[src/hpe_pkg.sv]
// Shared types, field widths and codes of the histogram percentile engine.
package hpe_pkg;

    localparam int SAMPLE_W = 32;
    localparam int CFG_W = 32;
    localparam int NB_W = 7;
    localparam int REQ_W = 2;
    localparam int PCT_W = 14;
    localparam int FOUND_W = 6;
    localparam int OUT_W = 32;
    localparam int CFG_IDX_W = 2;

    localparam int S_DATA_W = 56;
    localparam int S_USER_W = 2;
    localparam int M_DATA_W = 104;
    localparam int M_USER_W = 1;

    localparam int DEF_NUM_BUCKETS = 64;
    localparam int DEF_COUNT_WIDTH = 32;

    // One hundred percent, expressed in hundredths of a percent.
    localparam int PCT_FULL = 10000;

    localparam logic [REQ_W-1:0] REQ_ADD   = 2'd0;
    localparam logic [REQ_W-1:0] REQ_CLEAR = 2'd1;
    localparam logic [REQ_W-1:0] REQ_READ  = 2'd2;
    localparam logic [REQ_W-1:0] REQ_PCT   = 2'd3;

    localparam logic [CFG_IDX_W-1:0] CFG_MIN   = 2'd0;
    localparam logic [CFG_IDX_W-1:0] CFG_MAX   = 2'd1;
    localparam logic [CFG_IDX_W-1:0] CFG_WIDTH = 2'd2;
    localparam logic [CFG_IDX_W-1:0] CFG_NBUCK = 2'd3;

    localparam logic [CFG_W-1:0] RST_MIN   = 32'h0000_0000;
    localparam logic [CFG_W-1:0] RST_MAX   = 32'hFFFF_FFFF;
    localparam logic [CFG_W-1:0] RST_WIDTH = 32'h0400_0000;
    localparam logic [NB_W-1:0]  RST_NBUCK = 7'd64;

    typedef struct packed {
        logic load_req;
        logic div_start;
        logic clamp_idx;
        logic idx_from_req;
        logic idx_zero;
        logic idx_inc;
        logic mem_rd;
        logic mem_inc;
        logic clr_wr;
        logic cnt_cap;
        logic total_clr;
        logic edge_mul;
        logic run_clr;
        logic run_acc;
        logic prod_mul;
        logic target_mul;
        logic out_load;
        logic res_ok;
        logic res_zero;
    } hpe_cmd_t;

    typedef struct packed {
        logic [REQ_W-1:0] req;
        logic in_range;
        logic div_done;
        logic idx_bad;
        logic pct_bad;
        logic total_zero;
        logic hit;
        logic idx_last;
        logic sweep_last;
        logic out_free;
    } hpe_sts_t;

endpackage

[src/hpe_div.sv]
// Restoring divider producing one quotient bit per cycle.
module hpe_div (
    input  logic                         clk,
    input  logic                         rst_n,
    input  logic                         start,
    input  logic [hpe_pkg::SAMPLE_W-1:0] dividend,
    input  logic [hpe_pkg::SAMPLE_W-1:0] divisor,
    output logic                         done,
    output logic [hpe_pkg::SAMPLE_W-1:0] quotient
);
    import hpe_pkg::*;

    localparam int CNT_W = $clog2(SAMPLE_W);

    logic                busy_reg;
    logic                done_reg;
    logic [CNT_W-1:0]    cnt_reg;
    logic [SAMPLE_W-1:0] quo_reg;
    logic [SAMPLE_W-1:0] rem_reg;
    logic [SAMPLE_W-1:0] dsr_reg;
    logic [SAMPLE_W:0]   shifted;
    logic [SAMPLE_W:0]   trial;

    always_comb
    begin
        shifted = {rem_reg, quo_reg[SAMPLE_W-1]};
        trial   = shifted - {1'b0, dsr_reg};
    end

    always_ff @(posedge clk or negedge rst_n)
    begin
        if (!rst_n)
        begin
            busy_reg <= 1'b0;
            done_reg <= 1'b0;
            cnt_reg  <= '0;
        end
        else
        begin
            done_reg <= 1'b0;
            if (start)
            begin
                busy_reg <= 1'b1;
                cnt_reg  <= CNT_W'(SAMPLE_W - 1);
            end
            else if (busy_reg)
            begin
                cnt_reg <= cnt_reg - 1'b1;
                if (cnt_reg == '0)
                begin
                    busy_reg <= 1'b0;
                    done_reg <= 1'b1;
                end
            end
        end
    end

    always_ff @(posedge clk)
    begin
        if (start)
        begin
            quo_reg <= dividend;
            rem_reg <= '0;
            dsr_reg <= divisor;
        end
        else if (busy_reg)
        begin
            // The partial remainder always stays below the divisor.
            if (!trial[SAMPLE_W])
            begin
                rem_reg <= trial[SAMPLE_W-1:0];
                quo_reg <= {quo_reg[SAMPLE_W-2:0], 1'b1};
            end
            else
            begin
                rem_reg <= shifted[SAMPLE_W-1:0];
                quo_reg <= {quo_reg[SAMPLE_W-2:0], 1'b0};
            end
        end
    end

    assign done     = done_reg;
    assign quotient = quo_reg;

endmodule

[src/hpe_dp.sv]
// Datapath: settings, request capture, counter memory, arithmetic and result register.
module hpe_dp #(
    parameter int NUM_BUCKETS = hpe_pkg::DEF_NUM_BUCKETS,
    parameter int COUNT_WIDTH = hpe_pkg::DEF_COUNT_WIDTH
) (
    input  logic                          clk,
    input  logic                          rst_n,
    input  logic                          cfg_we,
    input  logic [hpe_pkg::CFG_IDX_W-1:0] cfg_addr,
    input  logic [hpe_pkg::CFG_W-1:0]     cfg_wdata,
    input  logic [hpe_pkg::S_DATA_W-1:0]  s_tdata,
    input  logic [hpe_pkg::S_USER_W-1:0]  s_tuser,
    input  hpe_pkg::hpe_cmd_t             cmd,
    output hpe_pkg::hpe_sts_t             sts,
    output logic                          m_tvalid,
    input  logic                          m_tready,
    output logic [hpe_pkg::M_DATA_W-1:0]  m_tdata,
    output logic [hpe_pkg::M_USER_W-1:0]  m_tuser
);
    import hpe_pkg::*;

    localparam int AW  = (NUM_BUCKETS > 1) ? $clog2(NUM_BUCKETS) : 1;
    localparam int CW  = COUNT_WIDTH;
    localparam int IW  = (AW > NB_W) ? AW : NB_W;
    localparam int PW  = CW + PCT_W;
    localparam int EPW = CFG_W + AW;
    localparam logic [CW-1:0] CNT_MAX = {CW{1'b1}};

    function automatic logic [OUT_W-1:0] sat_out(input logic [CW-1:0] v);
        logic [CW+OUT_W-1:0] w;
        w = {{OUT_W{1'b0}}, v};
        if (w > {{CW{1'b0}}, {OUT_W{1'b1}}})
        begin
            return {OUT_W{1'b1}};
        end
        return w[OUT_W-1:0];
    endfunction

    // Settings
    logic [CFG_W-1:0] min_reg;
    logic [CFG_W-1:0] max_reg;
    logic [CFG_W-1:0] width_reg;
    logic [NB_W-1:0]  nbuck_reg;

    // Captured request
    logic [REQ_W-1:0]    req_reg;
    logic [SAMPLE_W-1:0] sample_reg;
    logic [NB_W-1:0]     bidx_reg;
    logic [PCT_W-1:0]    pct_reg;

    logic [AW-1:0]    idx_reg;
    logic [CW-1:0]    rdata_reg;
    logic [CW-1:0]    cnt_res_reg;
    logic [CW-1:0]    total_reg;
    logic [CW-1:0]    run_reg;
    logic [PW-1:0]    prod_reg;
    logic [PW-1:0]    target_reg;
    logic [EPW-1:0]   edge_prod_reg;
    logic             m_tvalid_reg;
    logic [M_DATA_W-1:0] m_tdata_reg;
    logic [M_USER_W-1:0] m_tuser_reg;

    logic [CW-1:0]    mem [NUM_BUCKETS];

    logic [NB_W-1:0]     n_eff;
    logic [IW-1:0]       n_ext;
    logic [IW-1:0]       idx_ext;
    logic [CFG_W-1:0]    eff_width;
    logic                div_done;
    logic [SAMPLE_W-1:0] quo;
    logic [NB_W-1:0]     idx_clamp;
    logic                cnt_room;
    logic                mem_we;
    logic [CW-1:0]       mem_wdata;
    logic [CW:0]         run_sum;
    logic [CW-1:0]       run_next;
    logic [EPW:0]        edge_sum;
    logic [OUT_W-1:0]    edge_sat;
    logic [FOUND_W-1:0]  res_found;
    logic [OUT_W-1:0]    res_count;
    logic [OUT_W-1:0]    res_edge;

    always_comb
    begin
        if (nbuck_reg == '0)
        begin
            n_eff = NB_W'(1);
        end
        else if (int'(nbuck_reg) > NUM_BUCKETS)
        begin
            n_eff = NB_W'(NUM_BUCKETS);
        end
        else
        begin
            n_eff = nbuck_reg;
        end
        n_ext     = IW'(n_eff);
        idx_ext   = IW'(idx_reg);
        eff_width = (width_reg == '0) ? CFG_W'(1) : width_reg;

        // Quotients past the last bucket in use fold into it.
        if (quo >= SAMPLE_W'(n_eff))
        begin
            idx_clamp = n_eff - 1'b1;
        end
        else
        begin
            idx_clamp = quo[NB_W-1:0];
        end

        cnt_room  = (rdata_reg != CNT_MAX);
        mem_we    = cmd.clr_wr | (cmd.mem_inc & cnt_room);
        mem_wdata = cmd.clr_wr ? '0 : rdata_reg + 1'b1;

        run_sum  = {1'b0, run_reg} + {1'b0, rdata_reg};
        run_next = (run_sum > {1'b0, total_reg}) ? total_reg : run_sum[CW-1:0];

        edge_sum = {1'b0, (EPW)'(min_reg)} + {1'b0, edge_prod_reg};
        edge_sat = (edge_sum > (EPW+1)'({OUT_W{1'b1}})) ? {OUT_W{1'b1}}
                                                        : edge_sum[OUT_W-1:0];

        if (cmd.res_zero)
        begin
            res_found = '0;
            res_count = '0;
            res_edge  = '0;
        end
        else
        begin
            res_found = idx_ext[FOUND_W-1:0];
            res_count = sat_out(cnt_res_reg);
            res_edge  = edge_sat;
        end
    end

    hpe_div u_div (
        .clk      (clk),
        .rst_n    (rst_n),
        .start    (cmd.div_start),
        .dividend (sample_reg - min_reg),
        .divisor  (eff_width),
        .done     (div_done),
        .quotient (quo)
    );

    always_ff @(posedge clk or negedge rst_n)
    begin
        if (!rst_n)
        begin
            min_reg   <= RST_MIN;
            max_reg   <= RST_MAX;
            width_reg <= RST_WIDTH;
            nbuck_reg <= RST_NBUCK;
        end
        else if (cfg_we)
        begin
            unique case (cfg_addr)
                CFG_MIN:   min_reg   <= cfg_wdata;
                CFG_MAX:   max_reg   <= cfg_wdata;
                CFG_WIDTH: width_reg <= cfg_wdata;
                CFG_NBUCK: nbuck_reg <= cfg_wdata[NB_W-1:0];
                default:   ;
            endcase
        end
    end

    always_ff @(posedge clk)
    begin
        if (cmd.load_req)
        begin
            req_reg    <= s_tuser[REQ_W-1:0];
            sample_reg <= s_tdata[SAMPLE_W-1:0];
            bidx_reg   <= s_tdata[SAMPLE_W +: NB_W];
            pct_reg    <= s_tdata[SAMPLE_W + NB_W +: PCT_W];
        end
    end

    // The bucket pointer also drives the clearing sweep that follows reset.
    always_ff @(posedge clk or negedge rst_n)
    begin
        if (!rst_n)
        begin
            idx_reg <= '0;
        end
        else
        begin
            priority if (cmd.idx_zero)
            begin
                idx_reg <= '0;
            end
            else if (cmd.idx_inc)
            begin
                idx_reg <= idx_reg + 1'b1;
            end
            else if (cmd.clamp_idx)
            begin
                idx_reg <= AW'(idx_clamp);
            end
            else if (cmd.idx_from_req)
            begin
                idx_reg <= AW'(bidx_reg);
            end
        end
    end

    always_ff @(posedge clk)
    begin
        if (mem_we)
        begin
            mem[idx_reg] <= mem_wdata;
        end
        if (cmd.mem_rd)
        begin
            rdata_reg <= mem[idx_reg];
        end
    end

    always_ff @(posedge clk or negedge rst_n)
    begin
        if (!rst_n)
        begin
            total_reg <= '0;
        end
        else if (cmd.total_clr)
        begin
            total_reg <= '0;
        end
        else if (cmd.mem_inc && cnt_room && total_reg != CNT_MAX)
        begin
            total_reg <= total_reg + 1'b1;
        end
    end

    always_ff @(posedge clk)
    begin
        if (cmd.cnt_cap)
        begin
            cnt_res_reg <= rdata_reg;
        end
        else if (cmd.mem_inc)
        begin
            cnt_res_reg <= cnt_room ? rdata_reg + 1'b1 : rdata_reg;
        end

        if (cmd.run_clr)
        begin
            run_reg <= '0;
        end
        else if (cmd.run_acc)
        begin
            run_reg <= run_next;
        end

        if (cmd.prod_mul)
        begin
            prod_reg <= PW'(run_reg) * PW'(PCT_FULL);
        end
        if (cmd.target_mul)
        begin
            target_reg <= PW'(pct_reg) * PW'(total_reg);
        end
        if (cmd.edge_mul)
        begin
            edge_prod_reg <= EPW'(eff_width) * EPW'(idx_reg);
        end
    end

    always_ff @(posedge clk or negedge rst_n)
    begin
        if (!rst_n)
        begin
            m_tvalid_reg <= 1'b0;
        end
        else if (cmd.out_load)
        begin
            m_tvalid_reg <= 1'b1;
        end
        else if (m_tready)
        begin
            m_tvalid_reg <= 1'b0;
        end
    end

    always_ff @(posedge clk)
    begin
        if (cmd.out_load)
        begin
            m_tdata_reg <= {2'b00, sat_out(total_reg), res_edge, res_count, res_found};
            m_tuser_reg <= M_USER_W'(cmd.res_ok);
        end
    end

    always_comb
    begin
        sts.req        = req_reg;
        sts.in_range   = (sample_reg >= min_reg) && (sample_reg <= max_reg);
        sts.div_done   = div_done;
        sts.idx_bad    = (IW'(bidx_reg) >= n_ext);
        sts.pct_bad    = (pct_reg > PCT_W'(PCT_FULL));
        sts.total_zero = (total_reg == '0);
        sts.hit        = (prod_reg >= target_reg);
        sts.idx_last   = (idx_ext == n_ext - 1'b1);
        sts.sweep_last = (idx_reg == AW'(NUM_BUCKETS - 1));
        sts.out_free   = !m_tvalid_reg || m_tready;
    end

    assign m_tvalid = m_tvalid_reg;
    assign m_tdata  = m_tdata_reg;
    assign m_tuser  = m_tuser_reg;

endmodule

[src/hpe_ctrl.sv]
// Controller: sequences each request over the datapath.
module hpe_ctrl (
    input  logic              clk,
    input  logic              rst_n,
    input  logic              s_tvalid,
    output logic              s_tready,
    input  hpe_pkg::hpe_sts_t sts,
    output hpe_pkg::hpe_cmd_t cmd
);
    import hpe_pkg::*;

    localparam logic [3:0] ST_RCLR = 4'd0;
    localparam logic [3:0] ST_IDLE = 4'd1;
    localparam logic [3:0] ST_DEC  = 4'd2;
    localparam logic [3:0] ST_DIV  = 4'd3;
    localparam logic [3:0] ST_ADDR = 4'd4;
    localparam logic [3:0] ST_ADDW = 4'd5;
    localparam logic [3:0] ST_RD0  = 4'd6;
    localparam logic [3:0] ST_RD1  = 4'd7;
    localparam logic [3:0] ST_CLR  = 4'd8;
    localparam logic [3:0] ST_PRD  = 4'd9;
    localparam logic [3:0] ST_PACC = 4'd10;
    localparam logic [3:0] ST_PMUL = 4'd11;
    localparam logic [3:0] ST_PCMP = 4'd12;
    localparam logic [3:0] ST_OUT  = 4'd13;

    logic [3:0] state_reg;
    logic [3:0] state_next;
    logic       ok_reg;
    logic       ok_next;
    logic       zero_reg;
    logic       zero_next;

    always_comb
    begin
        cmd        = '0;
        s_tready   = 1'b0;
        state_next = state_reg;
        ok_next    = ok_reg;
        zero_next  = zero_reg;

        unique case (state_reg)
            ST_RCLR:
            begin
                cmd.clr_wr = 1'b1;
                if (sts.sweep_last)
                begin
                    state_next = ST_IDLE;
                end
                else
                begin
                    cmd.idx_inc = 1'b1;
                end
            end
            ST_IDLE:
            begin
                s_tready     = 1'b1;
                cmd.load_req = s_tvalid;
                if (s_tvalid)
                begin
                    state_next = ST_DEC;
                end
            end
            ST_DEC:
            begin
                // Failed requests go straight to the output state with zeroed fields.
                ok_next    = 1'b0;
                zero_next  = 1'b1;
                state_next = ST_OUT;
                unique case (sts.req)
                    REQ_ADD:
                    begin
                        if (sts.in_range)
                        begin
                            cmd.div_start = 1'b1;
                            state_next    = ST_DIV;
                        end
                    end
                    REQ_CLEAR:
                    begin
                        cmd.idx_zero  = 1'b1;
                        cmd.total_clr = 1'b1;
                        state_next    = ST_CLR;
                    end
                    REQ_READ:
                    begin
                        if (!sts.idx_bad)
                        begin
                            cmd.idx_from_req = 1'b1;
                            state_next       = ST_RD0;
                        end
                    end
                    REQ_PCT:
                    begin
                        if (!sts.pct_bad && !sts.total_zero)
                        begin
                            cmd.idx_zero   = 1'b1;
                            cmd.run_clr    = 1'b1;
                            cmd.target_mul = 1'b1;
                            state_next     = ST_PRD;
                        end
                    end
                    default: ;
                endcase
            end
            ST_DIV:
            begin
                if (sts.div_done)
                begin
                    cmd.clamp_idx = 1'b1;
                    state_next    = ST_ADDR;
                end
            end
            ST_ADDR:
            begin
                cmd.mem_rd   = 1'b1;
                cmd.edge_mul = 1'b1;
                state_next   = ST_ADDW;
            end
            ST_ADDW:
            begin
                cmd.mem_inc = 1'b1;
                ok_next     = 1'b1;
                zero_next   = 1'b0;
                state_next  = ST_OUT;
            end
            ST_RD0:
            begin
                cmd.mem_rd   = 1'b1;
                cmd.edge_mul = 1'b1;
                state_next   = ST_RD1;
            end
            ST_RD1:
            begin
                cmd.cnt_cap = 1'b1;
                ok_next     = 1'b1;
                zero_next   = 1'b0;
                state_next  = ST_OUT;
            end
            ST_CLR:
            begin
                cmd.clr_wr = 1'b1;
                if (sts.sweep_last)
                begin
                    ok_next    = 1'b1;
                    zero_next  = 1'b1;
                    state_next = ST_OUT;
                end
                else
                begin
                    cmd.idx_inc = 1'b1;
                end
            end
            ST_PRD:
            begin
                cmd.mem_rd = 1'b1;
                state_next = ST_PACC;
            end
            ST_PACC:
            begin
                cmd.run_acc = 1'b1;
                cmd.cnt_cap = 1'b1;
                state_next  = ST_PMUL;
            end
            ST_PMUL:
            begin
                cmd.prod_mul = 1'b1;
                state_next   = ST_PCMP;
            end
            ST_PCMP:
            begin
                if (sts.hit)
                begin
                    cmd.edge_mul = 1'b1;
                    ok_next      = 1'b1;
                    zero_next    = 1'b0;
                    state_next   = ST_OUT;
                end
                else if (sts.idx_last)
                begin
                    ok_next    = 1'b0;
                    zero_next  = 1'b1;
                    state_next = ST_OUT;
                end
                else
                begin
                    cmd.idx_inc = 1'b1;
                    state_next  = ST_PRD;
                end
            end
            ST_OUT:
            begin
                cmd.res_ok   = ok_reg;
                cmd.res_zero = zero_reg;
                if (sts.out_free)
                begin
                    cmd.out_load = 1'b1;
                    state_next   = ST_IDLE;
                end
            end
            default:
            begin
                state_next = ST_IDLE;
            end
        endcase
    end

    always_ff @(posedge clk or negedge rst_n)
    begin
        if (!rst_n)
        begin
            state_reg <= ST_RCLR;
            ok_reg    <= 1'b0;
            zero_reg  <= 1'b1;
        end
        else
        begin
            state_reg <= state_next;
            ok_reg    <= ok_next;
            zero_reg  <= zero_next;
        end
    end

endmodule

[src/histogram_percentile_engine.sv]
// Top level of the histogram percentile engine: controller plus datapath.
//
//  Channel   Direction  Handshake           Contents
//  s_*       in         s_tvalid/s_tready   one request: kind in tuser, operands in tdata
//  m_*       out        m_tvalid/m_tready   one result per request
//  cfg_*     in         cfg_we only         settings write by register index
//
// An add waits on the 32-step divider, then reads and increments its bucket; a read
// fetches one counter. A percentile query walks the counter memory bucket by bucket,
// reading, accumulating, scaling and comparing each. A clear sweeps the counter memory
// at one bucket a cycle; after reset the same sweep runs before s_tready first rises.
// A finished result sits in the output register; the next request is taken meanwhile
// and its own result waits until that register has been emptied.
module histogram_percentile_engine #(
    parameter int NUM_BUCKETS = hpe_pkg::DEF_NUM_BUCKETS,
    parameter int COUNT_WIDTH = hpe_pkg::DEF_COUNT_WIDTH
) (
    input  logic                          clk,
    input  logic                          rst_n,
    input  logic                          cfg_we,
    input  logic [hpe_pkg::CFG_IDX_W-1:0] cfg_addr,
    input  logic [hpe_pkg::CFG_W-1:0]     cfg_wdata,
    input  logic                          s_tvalid,
    output logic                          s_tready,
    // sample_value[31:0], bucket_index[38:32], percentile_hundredths[52:39], zero pad
    input  logic [hpe_pkg::S_DATA_W-1:0]  s_tdata,
    // req_type[1:0]
    input  logic [hpe_pkg::S_USER_W-1:0]  s_tuser,
    output logic                          m_tvalid,
    input  logic                          m_tready,
    // found_bucket[5:0], bucket_count[37:6], bucket_edge[69:38], total_count[101:70], zero pad
    output logic [hpe_pkg::M_DATA_W-1:0]  m_tdata,
    // ok[0]
    output logic [hpe_pkg::M_USER_W-1:0]  m_tuser
);
    import hpe_pkg::*;

    hpe_cmd_t cmd;
    hpe_sts_t sts;

    hpe_ctrl u_ctrl (
        .clk      (clk),
        .rst_n    (rst_n),
        .s_tvalid (s_tvalid),
        .s_tready (s_tready),
        .sts      (sts),
        .cmd      (cmd)
    );

    hpe_dp #(
        .NUM_BUCKETS (NUM_BUCKETS),
        .COUNT_WIDTH (COUNT_WIDTH)
    ) u_dp (
        .clk       (clk),
        .rst_n     (rst_n),
        .cfg_we    (cfg_we),
        .cfg_addr  (cfg_addr),
        .cfg_wdata (cfg_wdata),
        .s_tdata   (s_tdata),
        .s_tuser   (s_tuser),
        .cmd       (cmd),
        .sts       (sts),
        .m_tvalid  (m_tvalid),
        .m_tready  (m_tready),
        .m_tdata   (m_tdata),
        .m_tuser   (m_tuser)
    );

    // One request at a time: an accepted request closes the input side.
    a_one_at_a_time: assert property (@(posedge clk) disable iff (!rst_n)
        s_tvalid && s_tready |=> !s_tready)
        else $error("request accepted while the previous one is still being worked");

    // A failed request carries zeroed bucket fields.
    a_fail_zero: assert property (@(posedge clk) disable iff (!rst_n)
        m_tvalid && !m_tuser[0] |-> m_tdata[69:0] == 70'd0)
        else $error("failed result carries non-zero bucket fields");

    // No single bucket can hold more than the running total.
    a_count_le_total: assert property (@(posedge clk) disable iff (!rst_n)
        m_tvalid |-> m_tdata[37:6] <= m_tdata[101:70])
        else $error("bucket count exceeds total count");

endmodule
[config.mk]
export PLATFORM = sky130hd
export DESIGN_NAME = histogram_percentile_engine
export DESIGN_NICKNAME = d
export VERILOG_FILES = /design/src/hpe_pkg.sv /design/src/hpe_div.sv /design/src/hpe_dp.sv /design/src/hpe_ctrl.sv /design/src/histogram_percentile_engine.sv
export SDC_FILE = /design/constraint.sdc
export NUM_CORES = 2
export LEC_CHECK = 0
export ABC_AREA = 1
export BUFFER_PORTS_ARGS = -buffer_cell sky130_fd_sc_hd__buf_4
export CAP_MARGIN = 20
export CORE_MARGIN = 10
export CORE_UTILIZATION = 51
export CTS_CLUSTER_SIZE = 24
export DETAILED_ROUTE_END_ITERATION = 7
export PLACE_DENSITY = 0.79
export SLEW_MARGIN = 20
export SYNTH_ARGS = -nofsm -noshare
export SYNTH_HDL_FRONTEND = slang
export SYNTH_SLANG_ARGS = --single-unit
[constraint.sdc]
create_clock -name clk -period 7.7 [get_ports clk]
set_input_delay 0.77 -clock clk [delete_from_list [all_inputs] [get_ports clk]]
set_output_delay 0.77 -clock clk [all_outputs]
set_load 0.05 [all_outputs]
==> flow_summary.json <==
{
  "status": "completed",
  "dr.pass1.iters": 7,
  "die_h_um": 536.4,
  "p_leak_nw": 60.02,
  "postSynthAreaPerCell_um2": 11.50,
  "floorplan.initialDensity": 0.5126,
  "worst_pin_slew_ns": 1.138,
  "synth.ff_latch_count": 2679,
  "dp_hpwl_um": 244500,
  "grt_use_total": 0.2573,
  "overflow": 0,
  "yosysWarnings": 0,
  "slew_violations": 0,
  "synth_area_leaders": "edfxtp_1 54%, fa_1 8.3%, nand2_1 6.9%",
  "synth_edf_count": 2460,
  "setup_tns_ns": 0,
  "htree_levels": 5,
  "place_ws_ns": 1.004,
  "yosysUniqueCellTypes": 70,
  "crit_fanout": 20,
  "clk_pin_slew_worst_paths_ns": 0.06,
  "syn_area_um2": 136000,
  "drt_iter0_drc": 11950,
  "wl_um": 380000,
  "r2r_end": "u_dp.target_reg[41]",
  "clock_sink_count": 2679,
  "power_density_nw_per_um2": 378.9,
  "routed_via_density": 6.050,
  "numCtsBuffers": 271,
  "areaGrowthSynthToFinish_pct": 11.00,
  "post-cts-setup-buffers": 0,
  "synth_area_leader_cell": "edfxtp_1",
  "rsz0062_at_grt": "false",
  "fin_crit_ns": 6.854,
  "synth_cells": 11820,
  "clock_skew_ns": 0.06127,
  "grt_max_degree": 122,
  "gp_congestion": 0.9543,
  "ir_drop_mv": 0.4307,
  "fin_ws_ns": 0.8458,
  "io_buffers": 198,
  "synthFlopType": "edfxtp_1",
  "grt_pass1_vias": 93550,
  "cp-end-kind": "register",
  "clk_latency_ns": 0.88,
  "pin_count": 204,
  "grt_first_pass_wirelength_um": 569600,
  "drc": 0,
  "drive_gt1_frac": 0.08368,
  "worst_setup_path_start_kind": "register",
  "hp-class": "in2reg",
  "fin_nets": 13150,
  "post_cts_resized": 0,
  "worst-setup-path-type": "reg2reg",
  "seq_area_frac_synth": 0.5815,
  "crit_end": "u_dp.target_reg[41]",
  "die_area_um2": 287700,
  "maxCapViolations": 0,
  "postRouteAntennaNets": 0,
  "setup_viol": 0,
  "fillers": 20760,
  "tritoncts": "yes",
  "relSlewSlack": 0.2345,
  "rr_startpoint": "u_dp.total_reg[9]",
  "fmax_mhz": 145.9,
  "largest_register_ffs": 2048,
  "synth_top_area_frac": 0.5432,
  "cp.arrival_ns": 7.42,
  "clockRootBuffer": "clkbuf_16",
  "wl_per_cell_um": 24.20,
  "r2r_cells": 21,
  "antenna_found_initial": 14,
  "crit_path_start": "u_dp.total_reg[9]",
  "die_x_um": 536.4,
  "worst_ep_required_time_ns": 8.26,
  "hold_buffers": 1,
  "postSynth.asyncResetShare": 0.05786,
  "num_vias": 94990,
  "hold_violations": 0,
  "core-area_um2": 265300,
  "period_share": 0.8902,
  "rows": 189,
  "rrSetupSlack_ns": 0.85,
  "clockBufferDepth": 4
}
-- cells by family after synthesis --
family                   after synthesis  synth area share
buffers and inverters               2111           0.05988
flip-flops                          2679            0.5815
XOR/XNOR                             271           0.01745
adder cells (fa/ha/maj)             1094            0.1318
AO/OA/AOI/OAI                       1840           0.09058
other                                  1        0.00002757
AND/OR/NAND/NOR                     3827            0.1188
-- worst min path at each step --
stage,startpoint,to,slack [ns],cells after the start
after floorplan,u_dp.total_reg[2],u_dp.m_tdata[72],0.42,0
after global placement,u_dp.u_div.rem_reg[24],u_dp.u_div.rem_reg[24],0.47,2
after detailed placement,u_dp.u_div.rem_reg[24],u_dp.u_div.rem_reg[24],0.48,2
after CTS,s_tdata[27],u_dp.sample_reg[27],0.07,1
after global routing,s_tdata[27],u_dp.sample_reg[27],0.09,1
final,s_tdata[27],u_dp.sample_reg[27],0.11,1
-- critical path, stage by stage (launching register included) --
cell      delay (ns)
dfrtp_1         1.04
nand2_1         0.11
inv_1           0.11
fa_1            0.43
inv_1           0.08
fa_1            0.41
inv_1           0.10
fa_1            0.45
fa_1            0.52
fa_1            0.52
inv_1           0.05
fa_1            0.49
inv_1           0.05
ha_1            0.36
a21oi_1         0.23
inv_1           0.06
a31oi_1         0.13
a21boi_0        0.45
o21ai_0         0.32
a21boi_0        0.34
o21ai_0         0.17
xor2_1          0.16
-- routing by layer --
metal | global-route usage | vias to the layer above | wire (um)
met5 | 0 | - | 50
li1 | - | 41330 | -
met3 | 0.05561 | 1082 | 46780
met4 | 0.1274 | 8 | 22100
met2 | 0.4076 | 6306 | 172500
met1 | 0.3378 | 46270 | 138500
-- cell usage in the layout (no fill, tap or decap), types with 64 or more instances in the layout --
cell / instances
o21ai_0: 344
nor2_1: 398
a21oi_1: 448
dfxtp_1: 64
nand3_1: 265
dfrtp_1: 117
a22oi_1: 280
nand2_1: 2488
clkbuf_16: 277
buf_4: 386
nor2_4: 108
a221oi_1: 252
xor2_1: 170
a22o_1: 238
edfxtp_1: 2460
fa_1: 565
inv_1: 1554
nor3_1: 78
xnor2_1: 101
nand4_1: 348
ha_1: 529
-- where the power goes --
part           internal (mW)  switching, mW  total (mW)
clock                   7.34           5.58        12.9
combinational           7.01           16.4        23.4
sequential              19.8           1.15        20.9
-- cell usage after synthesis, drive strengths merged (52+ instances only) --
cell / number
a22o: 238
buf: 221
ha: 529
clkbuf: 320
dfxtp: 64
a22oi: 280
fa: 565
nor2: 518
nor3: 91
xor2: 170
inv: 1567
nand2: 2505
edfxtp: 2460
nand4: 348
o21ai: 398
dfrtp: 120
nand3: 274
a221oi: 252
nor4: 52
a31oi: 54
a21oi: 455
xnor2: 101
-- cell type report --
type	instances	area, um^2	area share
well taps	3533	4420	0.02928
multi-input cells	7034	49660	0.3290
clock buffers	333	7162	0.04744
flip-flops and latches	2679	79080	0.5238
inverters	1570	5918	0.03920
repair buffers	407	3324	0.02202
clock inverters	143	1385	0.009175
diodes	3	7.507	0.00004973
-- metrics by stage --
step | hold WS, ns | cell area [um^2] | cells | util | total power [mW]
after floorplan | 0.4196 | 136000 | 11820 | - | 35.72
after global placement | 0.4717 | 142200 | 15210 | 0.5358 | 43.12
after detailed placement | 0.4758 | 142200 | 15220 | 0.5360 | 43.72
after CTS | 0.07202 | 150800 | 15690 | 0.5683 | 56.66
after global routing | 0.09406 | 150900 | 15700 | 0.5689 | 60.01
final | 0.1136 | 151000 | 15700 | 0.5689 | 57.20
No activity file was read; power rests on OpenSTA's default activity.
